==> src/pmsfp_pkg.sv <==
`timescale 1ns / 1ps
// ----------------------------------------------------------------------------
// pmsfp_pkg
// Types and fixed constants shared by the sensor frame parser modules.
// ----------------------------------------------------------------------------
package pmsfp_pkg;

	localparam logic [7:0] HDR_FIRST  = 8'h42;
	localparam logic [7:0] HDR_SECOND = 8'h4D;

	typedef enum logic [1:0] {
		ST_WORD    = 2'd0,
		ST_BAD_HDR = 2'd1,
		ST_BAD_SUM = 2'd2
	} status_t;

	// one entry of the queue between parser and drain
	typedef struct packed {
		status_t status;
		logic    bank;
	} cmd_t;

	// drain reports a word bank as free again
	typedef struct packed {
		logic valid;
		logic bank;
	} rel_t;

endpackage

==> src/pmsfp_in_if.sv <==
`timescale 1ns / 1ps
// ----------------------------------------------------------------------------
// pmsfp_in_if
// Received byte channel with valid/ready handshake.
// ----------------------------------------------------------------------------
interface pmsfp_in_if;
	logic       valid;
	logic       ready;
	logic [7:0] rx_byte;

	modport source (output valid, output rx_byte, input ready);
	modport sink (input valid, input rx_byte, output ready);
endinterface

==> src/pmsfp_out_if.sv <==
`timescale 1ns / 1ps
// ----------------------------------------------------------------------------
// pmsfp_out_if
// Parsed result channel with valid/ready handshake.
// ----------------------------------------------------------------------------
interface pmsfp_out_if;
	logic        valid;
	logic        ready;
	logic [1:0]  frame_status;
	logic [3:0]  word_index;
	logic [15:0] word_value;
	logic        last_result;

	modport source (output valid, output frame_status, output word_index,
		output word_value, output last_result, input ready);
	modport sink (input valid, input frame_status, input word_index,
		input word_value, input last_result, output ready);
endinterface

==> src/pmsfp_ram.sv <==
`timescale 1ns / 1ps
// ----------------------------------------------------------------------------
// pmsfp_ram
// Generic simple dual-port RAM, one write port, one registered read port.
// ----------------------------------------------------------------------------
module pmsfp_ram #(
	parameter int WIDTH = 16,
	parameter int DEPTH = 32
) (
	input  logic                     clk,
	input  logic                     we,
	input  logic [$clog2(DEPTH)-1:0] waddr,
	input  logic [WIDTH-1:0]         wdata,
	input  logic                     re,
	input  logic [$clog2(DEPTH)-1:0] raddr,
	output logic [WIDTH-1:0]         rdata
);

	logic [WIDTH-1:0] mem_q [DEPTH];

	always_ff @(posedge clk) begin
		if (we) begin
			mem_q[waddr] <= wdata;
		end
		if (re) begin
			rdata <= mem_q[raddr];
		end
	end

endmodule

==> src/pmsfp_cmd_fifo.sv <==
`timescale 1ns / 1ps
// ----------------------------------------------------------------------------
// pmsfp_cmd_fifo
// Two-entry queue of frame outcomes between the byte parser and the drain.
// ----------------------------------------------------------------------------
module pmsfp_cmd_fifo import pmsfp_pkg::*; (
	input  logic clk,
	input  logic arst_n,
	input  logic push,
	input  cmd_t push_cmd,
	output logic full,
	input  logic pop,
	output cmd_t pop_cmd,
	output logic not_empty
);

	logic       wr_ptr_q;
	logic       rd_ptr_q;
	logic [1:0] cnt_q;
	cmd_t       entry_q [2];

	assign full      = cnt_q[1];
	assign not_empty = (cnt_q != 2'd0);
	assign pop_cmd   = entry_q[rd_ptr_q];

	always_ff @(posedge clk or negedge arst_n) begin
		if (!arst_n) begin
			wr_ptr_q <= 1'b0;
			rd_ptr_q <= 1'b0;
			cnt_q    <= 2'd0;
		end else begin
			if (push) begin
				wr_ptr_q <= ~wr_ptr_q;
			end
			if (pop) begin
				rd_ptr_q <= ~rd_ptr_q;
			end
			if (push && !pop) begin
				cnt_q <= cnt_q + 2'd1;
			end else if (pop && !push) begin
				cnt_q <= cnt_q - 2'd1;
			end
		end
	end

	always_ff @(posedge clk) begin
		if (push) begin
			entry_q[wr_ptr_q] <= push_cmd;
		end
	end

endmodule

==> src/pmsfp_front.sv <==
`timescale 1ns / 1ps
// ----------------------------------------------------------------------------
// pmsfp_front
// Byte parser: header check, word assembly into a ping-pong word store,
// running sum and checksum compare. Pushes one outcome per finished frame and per rejected header byte.
// ----------------------------------------------------------------------------
module pmsfp_front import pmsfp_pkg::*; #(
	parameter int WORD_COUNT = 14
) (
	input  logic                                   clk,
	input  logic                                   arst_n,
	pmsfp_in_if.sink                               rx,
	output logic                                   push,
	output cmd_t                                   push_cmd,
	input  logic                                   q_full,
	input  rel_t                                   rel,
	output logic                                   wr_en,
	output logic [((WORD_COUNT > 1) ? $clog2(WORD_COUNT) : 1):0] wr_addr,
	output logic [15:0]                            wr_data
);

	localparam int IDX_W    = (WORD_COUNT > 1) ? $clog2(WORD_COUNT) : 1;
	localparam int DATA_END = 2 + 2 * WORD_COUNT;
	localparam int POS_W    = $clog2(DATA_END + 2);

	logic [POS_W-1:0] pos_q, pos_d;
	logic [15:0]      sum_q, sum_d;
	logic [7:0]       hi_q;
	logic             wbank_q;
	logic [1:0]       busy_q, busy_d;
	logic             set_busy;
	logic             in_data;
	logic             acc;
	logic [POS_W-1:0] off;
	logic [7:0]       b;

	assign b       = rx.rx_byte;
	assign in_data = (pos_q >= POS_W'(2)) && (pos_q < POS_W'(DATA_END));
	assign off     = pos_q - POS_W'(2);

	// stall while the bank being filled still drains
	assign rx.ready = !q_full && !(in_data && busy_q[wbank_q]);
	assign acc      = rx.valid && rx.ready;

	assign wr_addr = {wbank_q, IDX_W'(off >> 1)};
	assign wr_data = {hi_q, b};

	always_comb begin
		push            = 1'b0;
		push_cmd.status = ST_WORD;
		push_cmd.bank   = wbank_q;
		pos_d           = pos_q;
		sum_d           = sum_q;
		set_busy        = 1'b0;
		wr_en           = 1'b0;
		if (acc) begin
			if (pos_q == POS_W'(0)) begin
				if (b == HDR_FIRST) begin
					pos_d = POS_W'(1);
					sum_d = {8'h00, b};
				end else begin
					push            = 1'b1;
					push_cmd.status = ST_BAD_HDR;
					sum_d           = 16'h0000;
				end
			end else if (pos_q == POS_W'(1)) begin
				if (b == HDR_SECOND) begin
					pos_d = POS_W'(2);
					sum_d = sum_q + {8'h00, b};
				end else begin
					push            = 1'b1;
					push_cmd.status = ST_BAD_HDR;
					pos_d           = POS_W'(0);
					sum_d           = 16'h0000;
				end
			end else if (in_data) begin
				sum_d = sum_q + {8'h00, b};
				pos_d = pos_q + POS_W'(1);
				wr_en = off[0];
			end else if (pos_q == POS_W'(DATA_END)) begin
				if (b == sum_q[15:8]) begin
					pos_d = pos_q + POS_W'(1);
				end else begin
					push            = 1'b1;
					push_cmd.status = ST_BAD_SUM;
					pos_d           = POS_W'(0);
					sum_d           = 16'h0000;
				end
			end else begin
				push  = 1'b1;
				pos_d = POS_W'(0);
				sum_d = 16'h0000;
				if (b == sum_q[7:0]) begin
					set_busy = 1'b1;
				end else begin
					push_cmd.status = ST_BAD_SUM;
				end
			end
		end
	end

	always_comb begin
		busy_d = busy_q;
		if (rel.valid) begin
			busy_d[rel.bank] = 1'b0;
		end
		if (set_busy) begin
			busy_d[wbank_q] = 1'b1;
		end
	end

	always_ff @(posedge clk or negedge arst_n) begin
		if (!arst_n) begin
			pos_q   <= '0;
			sum_q   <= 16'h0000;
			wbank_q <= 1'b0;
			busy_q  <= 2'b00;
		end else begin
			pos_q  <= pos_d;
			sum_q  <= sum_d;
			busy_q <= busy_d;
			if (set_busy) begin
				wbank_q <= ~wbank_q;
			end
		end
	end

	// high byte waits here until its low byte arrives
	always_ff @(posedge clk) begin
		if (acc && in_data && !off[0]) begin
			hi_q <= b;
		end
	end

endmodule

==> src/pmsfp_back.sv <==
`timescale 1ns / 1ps
// ----------------------------------------------------------------------------
// pmsfp_back
// Drain: pops frame outcomes, emits error results directly and reads the
// stored words of a good frame out of the word store one by one.
// ----------------------------------------------------------------------------
module pmsfp_back import pmsfp_pkg::*; #(
	parameter int WORD_COUNT = 14
) (
	input  logic                                   clk,
	input  logic                                   arst_n,
	input  logic                                   q_valid,
	input  cmd_t                                   q_cmd,
	output logic                                   q_pop,
	output logic                                   rd_en,
	output logic [((WORD_COUNT > 1) ? $clog2(WORD_COUNT) : 1):0] rd_addr,
	input  logic [15:0]                            rd_data,
	output rel_t                                   rel,
	pmsfp_out_if.source                            result
);

	localparam int IDX_W = (WORD_COUNT > 1) ? $clog2(WORD_COUNT) : 1;
	localparam logic [IDX_W-1:0] LAST_IDX = IDX_W'(WORD_COUNT - 1);

	typedef enum logic [2:0] {
		S_IDLE  = 3'b001,
		S_FETCH = 3'b010,
		S_SHOW  = 3'b100
	} state_t;

	state_t           state_q;
	logic             ovalid_q;
	status_t          status_q;
	logic [IDX_W-1:0] idx_q;
	logic [15:0]      value_q;
	logic             last_q;
	logic             bank_q;
	logic             out_fire;
	logic             next_word;

	assign out_fire  = ovalid_q && result.ready;
	assign q_pop     = (state_q == S_IDLE) && q_valid && !ovalid_q;
	assign next_word = (state_q == S_SHOW) && out_fire && !last_q;

	assign rd_en   = (q_pop && (q_cmd.status == ST_WORD)) || next_word;
	assign rd_addr = q_pop ? {q_cmd.bank, IDX_W'(0)} : {bank_q, idx_q + IDX_W'(1)};

	assign rel.valid = (state_q == S_SHOW) && out_fire && last_q;
	assign rel.bank  = bank_q;

	assign result.valid        = ovalid_q;
	assign result.frame_status = status_q;
	assign result.word_index   = 4'(idx_q);
	assign result.word_value   = value_q;
	assign result.last_result  = last_q;

	always_ff @(posedge clk or negedge arst_n) begin
		if (!arst_n) begin
			state_q  <= S_IDLE;
			ovalid_q <= 1'b0;
		end else begin
			if (out_fire) begin
				ovalid_q <= 1'b0;
			end
			case (state_q)
				S_IDLE: begin
					if (q_pop) begin
						if (q_cmd.status == ST_WORD) begin
							state_q <= S_FETCH;
						end else begin
							ovalid_q <= 1'b1;
						end
					end
				end
				S_FETCH: begin
					ovalid_q <= 1'b1;
					state_q  <= S_SHOW;
				end
				S_SHOW: begin
					if (out_fire) begin
						state_q <= last_q ? S_IDLE : S_FETCH;
					end
				end
				default: begin
					state_q <= S_IDLE;
				end
			endcase
		end
	end

	always_ff @(posedge clk) begin
		if (q_pop) begin
			status_q <= q_cmd.status;
			bank_q   <= q_cmd.bank;
			idx_q    <= '0;
			value_q  <= 16'h0000;
			last_q   <= 1'b1;
		end
		if (state_q == S_FETCH) begin
			status_q <= ST_WORD;
			value_q  <= rd_data;
			last_q   <= (idx_q == LAST_IDX);
		end
		if (next_word) begin
			idx_q <= idx_q + IDX_W'(1);
		end
	end

endmodule

==> src/pm_sensor_frame_parser.sv <==
`timescale 1ns / 1ps
// ----------------------------------------------------------------------------
// pm_sensor_frame_parser
// Byte-serial parser for the 32-byte particulate sensor frame.
// An error result passes the outcome queue and the output register; the
//   words of a good frame, after its outcome leaves the queue, pass the
//   registered word store read and the output register. One byte per cycle
//   in while not stalled; a word is read only once the prior result is taken.
// Input stalls when the outcome queue is full or the word bank being filled
//   is still draining. Reset clears parser, queue and drain control.
// ----------------------------------------------------------------------------
module pm_sensor_frame_parser import pmsfp_pkg::*; #(
	parameter int WORD_COUNT = 14
) (
	input  logic        clk,
	input  logic        arst_n,
	pmsfp_in_if.sink    rx,
	pmsfp_out_if.source result
);

	localparam int IDX_W  = (WORD_COUNT > 1) ? $clog2(WORD_COUNT) : 1;
	localparam int ADDR_W = IDX_W + 1;

	logic              push;
	cmd_t              push_cmd;
	logic              q_full;
	logic              q_pop;
	cmd_t              q_cmd;
	logic              q_valid;
	rel_t              rel;
	logic              wr_en;
	logic [ADDR_W-1:0] wr_addr;
	logic [15:0]       wr_data;
	logic              rd_en;
	logic [ADDR_W-1:0] rd_addr;
	logic [15:0]       rd_data;

	pmsfp_front #(.WORD_COUNT(WORD_COUNT)) u_front (
		.clk      (clk),
		.arst_n   (arst_n),
		.rx       (rx),
		.push     (push),
		.push_cmd (push_cmd),
		.q_full   (q_full),
		.rel      (rel),
		.wr_en    (wr_en),
		.wr_addr  (wr_addr),
		.wr_data  (wr_data)
	);

	pmsfp_cmd_fifo u_fifo (
		.clk       (clk),
		.arst_n    (arst_n),
		.push      (push),
		.push_cmd  (push_cmd),
		.full      (q_full),
		.pop       (q_pop),
		.pop_cmd   (q_cmd),
		.not_empty (q_valid)
	);

	// two banks of words: one fills while the other drains
	pmsfp_ram #(.WIDTH(16), .DEPTH(1 << ADDR_W)) u_store (
		.clk   (clk),
		.we    (wr_en),
		.waddr (wr_addr),
		.wdata (wr_data),
		.re    (rd_en),
		.raddr (rd_addr),
		.rdata (rd_data)
	);

	pmsfp_back #(.WORD_COUNT(WORD_COUNT)) u_back (
		.clk     (clk),
		.arst_n  (arst_n),
		.q_valid (q_valid),
		.q_cmd   (q_cmd),
		.q_pop   (q_pop),
		.rd_en   (rd_en),
		.rd_addr (rd_addr),
		.rd_data (rd_data),
		.rel     (rel),
		.result  (result)
	);

endmodule

==> src/flat_wrapper.sv <==
// flat-port wrapper written by rule: the top's interface ports become plain ports
module pm_sensor_frame_parser_flat import pmsfp_pkg::*;
#(
	parameter int WORD_COUNT = 14
)
  (clk, arst_n, rx_valid, rx_rx_byte, rx_ready, result_valid, result_frame_status, result_word_index, result_word_value, result_last_result, result_ready);
  pmsfp_in_if rx_i ();
  pmsfp_out_if result_i ();
  input  logic clk;
  input  logic arst_n;
  input wire logic [$bits(rx_i.valid)-1:0] rx_valid;
  input wire logic [$bits(rx_i.rx_byte)-1:0] rx_rx_byte;
  output wire logic [$bits(rx_i.ready)-1:0] rx_ready;
  output wire logic [$bits(result_i.valid)-1:0] result_valid;
  output wire logic [$bits(result_i.frame_status)-1:0] result_frame_status;
  output wire logic [$bits(result_i.word_index)-1:0] result_word_index;
  output wire logic [$bits(result_i.word_value)-1:0] result_word_value;
  output wire logic [$bits(result_i.last_result)-1:0] result_last_result;
  input wire logic [$bits(result_i.ready)-1:0] result_ready;
  assign rx_i.valid = rx_valid;
  assign rx_i.rx_byte = rx_rx_byte;
  assign rx_ready = rx_i.ready;
  assign result_valid = result_i.valid;
  assign result_frame_status = result_i.frame_status;
  assign result_word_index = result_i.word_index;
  assign result_word_value = result_i.word_value;
  assign result_last_result = result_i.last_result;
  assign result_i.ready = result_ready;
  pm_sensor_frame_parser #(.WORD_COUNT(WORD_COUNT)) u_core (.clk(clk), .arst_n(arst_n), .rx(rx_i), .result(result_i));
endmodule
==> config.mk <==
export PLATFORM = sky130hd
export DESIGN_NAME = pm_sensor_frame_parser_flat
export DESIGN_NICKNAME = d
export VERILOG_FILES = /design/src/pmsfp_pkg.sv /design/src/pmsfp_in_if.sv /design/src/pmsfp_out_if.sv /design/src/pmsfp_ram.sv /design/src/pmsfp_cmd_fifo.sv /design/src/pmsfp_front.sv /design/src/pmsfp_back.sv /design/src/pm_sensor_frame_parser.sv /design/src/flat_wrapper.sv
export SDC_FILE = /design/constraint.sdc
export NUM_CORES = 1
export LEC_CHECK = 0
export BUFFER_PORTS_ARGS = -buffer_cell sky130_fd_sc_hd__buf_2
export CAP_MARGIN = 5
export CORE_MARGIN = 1
export CORE_UTILIZATION = 63
export CTS_CLUSTER_SIZE = 30
export DETAILED_ROUTE_END_ITERATION = 7
export HOLD_SLACK_MARGIN = 0.15
export PLACE_DENSITY = 0.8
export SYNTH_ARGS = -nofsm -noshare
export SYNTH_HDL_FRONTEND = slang
export SYNTH_SLANG_ARGS = --single-unit
==> constraint.sdc <==
create_clock -name clk -period 3.8 [get_ports clk]
set_clock_uncertainty 0.1 [all_clocks]
set_input_delay 0.19 -clock clk [delete_from_list [all_inputs] [get_ports clk]]
set_output_delay 0.19 -clock clk [all_outputs]
set_load 0.01 [all_outputs]
==> metrics, run 1 <==
crit path DAT=about 3.8 ns; Power Density=between 800 and 900 mW/mm²; reg2reg start=u_core.u_back.result.word_index[0]; synthesized-area fraction occupied by adder cells=0.00851; final hold vios=0; final instance area=between 0.02 and 0.03 mm²; CP startpoint=u_core.u_back.result.word_index[0]; peak supply drop=between 0.7 and 0.8 mV; critical path's top delay family=compound AO/OA/AOI/OAI gates; met1 usage=0.439; Comb power frac=0.412; crit path max fanout=31; Post-Synth Simple-Gate Area=0.0632; Worst path depth=8; P&R area growth vs syn=13.2%; Clk pwr share=0.232; GR peak layer=met2; Worst path slowest cell=xor2_4; RSZ-0062 raised after global routing=false; setup TNS=0 ns; Worst-path clk slew=0.07 ns; initial antenna violation count=2; post-synthesis register bit count=around 600; met3 GRT Util=0.0565; LEAKAGE=roughly 9.4 nW; post-layout power=between 20 and 25 mW; critical path endpoint=u_core.u_store.rdata[1]; DR pass1 iterations=7; Final ANT Viol Nets=0; Max Cap Viol=0; commonest non-fill, non-tap cell in the layout=edfxtp_1; initial core utilization=0.644; met2 GRT Util=0.495; CTS tree=done; Pint=roughly 14 mW; Worst Hold Class=input pin to register; Avg Vias per Cell=between 6 and 7; Switching Share=0.380; post-route setup slack=approximately 0.37 ns; Die X=199 µm; total die area=0.0395 mm²; final wirelength=a little over 60000 µm; reg2reg setup slack=about 0.37 ns; Vias=~15000; layout cells sized above 1=0.186; Placed Area=approximately 0.026 mm²; drt wl/cell=about 27 µm; net switching power=between 8 and 9 mW; fin crit share=0.901; Slew Viols, Final=0; part of the power in registers=0.356; pre-CTS setup slack=roughly 0.47 ns; CP startpoint kind=register; Crit path required time=4.13 ns; hold path depth=2; Boundary Pins=37; Post-Synth XOR/XNOR Area=0.0118; Critical Path, Cell by Cell=ha_1 -> xor2_4 -> buf_12 -> buf_4 -> nand2_1 -> a32o_1 -> o32ai_1 -> a2bb2oi_1; first-pass GRT wire length=89200 µm; CTS buffer count=58; grt ovf=0; Rel. slew slack=0.113; Hold Slack=approximately 0.20 ns; post-synthesis compound-gate area fraction=0.0761; Ys Warns=0; post-synthesis async set-or-reset flop share=0.0535; Top FF cell, synth=edfxtp_1; Synth Instances=~1500; clk buf depth=3; Core Footprint=0.0379 mm²; I/O Buffers=36; Layout Nets=1703; slowest stage delay, CP=between 0.6 and 0.7 ns; combinational family with the most area after synthesis=multiplexers; Post-Syn Area=roughly 0.024 mm²; Reg2Reg Depth=8; chip height=between 150 and 200 µm; Setup crit end kind=register; hpwl dp=between 30000 and 40000 µm; most frequent cells in the layout=564 x edfxtp_1, 141 x nand2_1, 104 x o21ai_0, 89 x nor2_1, 73 x buf_4; FMAX=about 290 MHz; critical path class=register to register; final setup fails=0; H-tree lvl count=2; FF-to-FF End=u_core.u_store.rdata[1]; Least-Margin Pin Slew=1.33 ns; total track usage=0.315; Post-synth EDFFs=roughly 560; Syn Area/Cell=around 16 µm²; DRC=0; multiplexer area fraction after synthesis=0.0935; Seq/Total Area, Yosys=0.728; root buffer cell=clkbuf_16; Netlist cell types=73; status=finished clean; vias in the first global route=~14000; CP Buf/Inv Count=2; RePlAce Congestion=~0.93; largest net degree at the start of global routing=slightly below 100; Final min period=roughly 3.4 ns; Worst-Skew Late Latency=between 0.5 and 0.6 ns; Post-CTS Setup Bufs=0; clk sink count=~600; Rows=71; drt initial violations=roughly 1900
## power by group through the flow
stage | combinational, mW | sequential, mW | clock, mW
floorplan | 6.05 | 8.23 | 0
global placement | 8.97 | 8.28 | 0
detailed placement | 9.15 | 8.30 | 0
CTS | 9.26 | 8.16 | 5.33
global route | 9.96 | 8.20 | 5.58
finish | 9.45 | 8.17 | 5.32
## layer usage
layer | part of all wire | vias to the layer above | routed length [µm]
met4 | 0.038 | 2 | 2310
li1 | - | 6206 | -
met1 | 0.37 | 7356 | 22600
met3 | 0.11 | 143 | 6660
met5 | 0.00028 | - | 17
met2 | 0.48 | 994 | 28900
## worst register-to-register path: cells and delay by family, from the launching register on
kind	cells	cell delay (ns)
flip-flops	1	0.49
buffers and inverters	2	0.56
AND/OR/NAND/NOR	1	0.07
AO/OA/AOI/OAI	3	1.03
adder cells (fa/ha/maj)	1	0.39
XOR/XNOR	1	0.62
## Yosys cell counts (4+ instances only)
cell       number  share of area
or2_2           4         0.0010
and2_1         22         0.0056
buf_1           5        0.00077
o22ai_1         4         0.0010
a31oi_1        20         0.0051
nand2_1       141          0.022
nand2b_1        6         0.0015
xnor2_1        20         0.0072
o31ai_1         5         0.0015
edfxtp_1      564           0.69
o211ai_1       14         0.0043
o32ai_1        14         0.0050
a221oi_1       15         0.0054
nor3_1          8         0.0016
xor2_1         11         0.0039
nor2_1         89          0.014
nand4_1         8         0.0021
or3_1           4         0.0010
inv_1          12         0.0018
o21ai_1        16         0.0033
and3_1          5         0.0013
a2bb2oi_1      13         0.0047
a32o_1         14         0.0057
mux2_2         33          0.015
mux2i_1        35          0.014
ha_1           15         0.0077
buf_2          25         0.0051
nand3_1        16         0.0033
a21oi_1        55          0.011
clkbuf_1       51         0.0078
dfrtp_1        31          0.032
a221o_1         4         0.0016
o21ai_0       105          0.022
mux4_2         68          0.063
nor2b_1         5         0.0013
nor4_1         11         0.0028
## worst min path at each step
stage / startpoint / to / slack [ns]
6_report: rx_rx_byte[7] / u_core.u_store.mem_q[5][7] / 0.20
5_1_grt: rx_rx_byte[7] / u_core.u_store.mem_q[1][7] / 0.19
4_1_cts: rx_rx_byte[2] / u_core.u_store.mem_q[10][2] / 0.17
3_5_place_dp: arst_n / u_core.u_front.sum_q[0] / 0.23
3_3_place_gp: arst_n / u_core.u_front.sum_q[0] / 0.22
2_1_floorplan: arst_n / u_core.u_back.result.valid / -0.21
## what timing repair did
| item | 4_1_cts | 5_1_grt |
|---|---|---|
| endpoints found under the hold margin | 131 | 0 |
| gates resized for setup | 0 | 0 |
| hold buffers | 8 | 0 |
## flip-flops by register name, indices dropped and copies added (netlist names)
register	cells
u_core.u_front.busy_q	2
u_core.u_back.result.word_value	16
u_core.u_store.rdata	16
u_core.u_front.wbank_q	1
u_core.u_back.result.last_result	1
u_core.u_front.hi_q	8
u_core.u_back.result.frame_status	2
u_core.u_front.sum_q	16
u_core.u_front.pos_q	5
u_core.u_back.result.word_index	4
u_core.u_back.state_q	3
u_core.u_back.bank_q	1
u_core.u_back.result.valid	1
u_core.u_fifo.wr_ptr_q	1
u_core.u_fifo.cnt_q	2
u_core.u_fifo.rd_ptr_q	1
u_core.u_fifo.entry_q	6
u_core.u_store.mem_q	512
## metrics by stage
| step | instances | utilization |
|---|---|---|
| floorplan | 1581 | - |
| global placement | 2117 | 0.680 |
| detailed placement | 2117 | 0.680 |
| CTS | 2231 | 0.728 |
| global route | 2232 | 0.729 |
| finish | 2233 | 0.729 |
## area by class of cell
type	count	area, µm²
clock buffer	75	1570
fill	2264	10300
sequential	598	17800
tap	511	639
inverter	14	57.6
clock inverter	31	185
multi-input combinational	881	6500
timing repair buffer	122	916
antenna	1	2.50
## kinds of logic (layout without fill, tap and decap cells)
kind of cell,after synthesis,after routing
other,1,65
XOR/XNOR,32,32
adder cells (fa/ha/maj),16,16
multiplexers,138,138
flip-flops,598,598
AND/OR/NAND/NOR,336,336
AO/OA/AOI/OAI,295,295
buffers and inverters,102,242
No activity file was read; power rests on OpenSTA's default activity.
==> run 2: changes to the inputs <==
--- a/config.mk
+++ b/config.mk
@@ -5,14 +5,14 @@
 export SDC_FILE = /design/constraint.sdc
 export NUM_CORES = 1
 export LEC_CHECK = 0
-export BUFFER_PORTS_ARGS = -buffer_cell sky130_fd_sc_hd__buf_2
 export CAP_MARGIN = 5
 export CORE_MARGIN = 1
 export CORE_UTILIZATION = 63
 export CTS_CLUSTER_SIZE = 30
 export DETAILED_ROUTE_END_ITERATION = 7
+export DONT_BUFFER_PORTS = 1
 export HOLD_SLACK_MARGIN = 0.15
-export PLACE_DENSITY = 0.8
+export PLACE_DENSITY = 0.79
 export SYNTH_ARGS = -nofsm -noshare
 export SYNTH_HDL_FRONTEND = slang
 export SYNTH_SLANG_ARGS = --single-unit
==> run 2 against run 1 <==
Against the previous run: cell area rose by 0.25%; largest cell class unchanged; fmax rose by 1.5%; routed wire length rose by 2.5%; global-route usage rose by 1.2 points; core utilization rose by 0.18 points.
==> metrics, run 2 (synthesis results as in run 1) <==
slowest stage delay, CP=between 0.6 and 0.7 ns; most frequent cells in the layout=564 x edfxtp_1, 141 x nand2_1, 104 x o21ai_0, 89 x nor2_1, 68 x mux4_2; Avg Vias per Cell=approximately 6.7; H-tree lvl count=2; drt initial violations=~2000; commonest non-fill, non-tap cell in the layout=edfxtp_1; CTS buffer count=between 50 and 60; FMAX=296 MHz; LEAKAGE=~9.3 nW; met2 GRT Util=0.537; vias in the first global route=14704; met3 GRT Util=0.0675; Core Footprint=between 0.03 and 0.04 mm²; peak supply drop=0.502 mV; crit path DAT=~3.7 ns; RSZ-0062 raised after global routing=false; Worst-path clk slew=around 0.070 ns; DRC=0; Max Cap Viol=0; initial core utilization=0.644; root buffer cell=clkbuf_16; Power Density=approximately 840 mW/mm²; hpwl dp=36000 µm; Slew Viols, Final=0; Die X=between 150 and 200 µm; total die area=0.0395 mm²; fin crit share=0.888; Worst Hold Class=input pin to register; clk buf depth=3; Post-CTS Setup Bufs=0; clk sink count=around 600; Switching Share=0.381; crit path max fanout=35; drt wl/cell=28.2 µm; GR peak layer=met2; Layout Nets=about 1700; Final min period=between 3 and 4 ns; Clk pwr share=0.241; final hold vios=0; layout cells sized above 1=0.172; Least-Margin Pin Slew=1.42 ns; grt ovf=0; final wirelength=just over 60000 µm; setup TNS=0 ns; Rel. slew slack=0.0534; Worst path slowest cell=or2_2; total track usage=0.327; largest net degree at the start of global routing=54; DR pass1 iterations=8; Hold Slack=around 0.17 ns; Pint=around 14 mW; I/O Buffers=0; Final ANT Viol Nets=0; CP startpoint kind=register; pre-CTS setup slack=about 0.60 ns; met1 usage=0.418; status=finished clean; critical path class=register to register; initial antenna violation count=3; Crit path required time=between 4 and 5 ns; post-layout power=~23 mW; Vias=between 10000 and 15000; first-pass GRT wire length=92400 µm; chip height=between 150 and 200 µm; Inserted Diodes=0; Placed Instances=just over 2000; Gates resized, CTS repair=0; final setup fails=0; Most flops, register=u_core.u_store.mem_q; post-route setup slack=around 0.42 ns; P&R area growth vs syn=13.5%; hold buffer count at CTS=22; part of the power in registers=0.354; max FFs per register=between 500 and 600; CTS tree=done; Comb power frac=0.405; Critical Path, Cell by Cell=or4b_1 -> or2_1 -> clkinv_4 -> or2_2 -> o21ai_1 -> o32ai_1 -> a2bb2oi_1; Worst-Skew Late Latency=approximately 0.6 ns; RePlAce Congestion=between 0.9 and 1; net switching power=roughly 8.9 mW; Setup crit end kind=register; fin cells=~2200; Rows=71; Boundary Pins=37
==> run 2: cell types whose count changed in the layout (fill, tap and decap cells not counted), sizes merged <==
cell	delta
buf	-34
bufinv	+5
clkbuf	-5
clkinv	-2
clkinvlp	+1
diode	-1
dlygate4sd3	+4
==> run 2: path summary, 6_finish.rpt <==
| check | from | endpoint | slack [ns] | depth (start not counted) |
|---|---|---|---|---|
| max in group asynchronous | arst_n | u_core.u_front.sum_q[9] | 2.77 | 4 |
| worst min register to register | u_core.u_front.sum_q[2] | u_core.u_front.sum_q[2] | 0.39 | 2 |
| worst min-delay path | rx_rx_byte[0] | u_core.u_front.pos_q[1] | 0.17 | 5 |
| min in group asynchronous | arst_n | u_core.u_fifo.rd_ptr_q | 0.63 | 4 |
| worst max-delay path | u_core.u_back.state_q[0] | u_core.u_store.rdata[1] | 0.42 | 7 |
| worst max register to register | u_core.u_back.state_q[0] | u_core.u_store.rdata[1] | 0.42 | 7 |
==> run 2: through the flow <==
stage	utilization	instance area, µm²
3_3_place_gp	0.673	25500
6_report	0.731	27700
4_1_cts	0.731	27700
3_5_place_dp	0.673	25500
5_1_grt	0.731	27700
2_1_floorplan	-	24600
==> run 2: worst max-delay path: cells and delay by family, from the launching register on <==
kind,cells,cell delay [ns]
AOI/OAI and AO/OA,3,0.78
buffers and inverters,1,0.25
and+or+nand+nor,3,1.43
DFF,1,0.57
==> run 2: routing by layer <==
layer / vias to the layer above / part of all wire
met5: - / 0.00019
met4: 2 / 0.051
met3: 203 / 0.10
met2: 981 / 0.49
met1: 7376 / 0.36
li1: 6134 / -
==> run 2: power by group through the flow <==
stage               Combinational [mW]  Sequential [mW]  Clock (mW)
global placement                  8.74             8.36           0
CTS                               9.25             8.26        5.65
detailed placement                8.98             8.39           0
finish                            9.47             8.28        5.63
floorplan                         6.05             8.23           0
global route                      9.92             8.32        5.90
==> run 2: cell type report <==
cell class | instances | area (µm²)
Clock buffer | 70 | 1530
Clock inverter | 35 | 328
Fill cell | 2194 | 10200
Inverter | 14 | 57.6
Multi-Input combinational cell | 881 | 6500
Sequential cell | 598 | 17800
Tap cell | 511 | 639
Timing Repair Buffer | 92 | 883
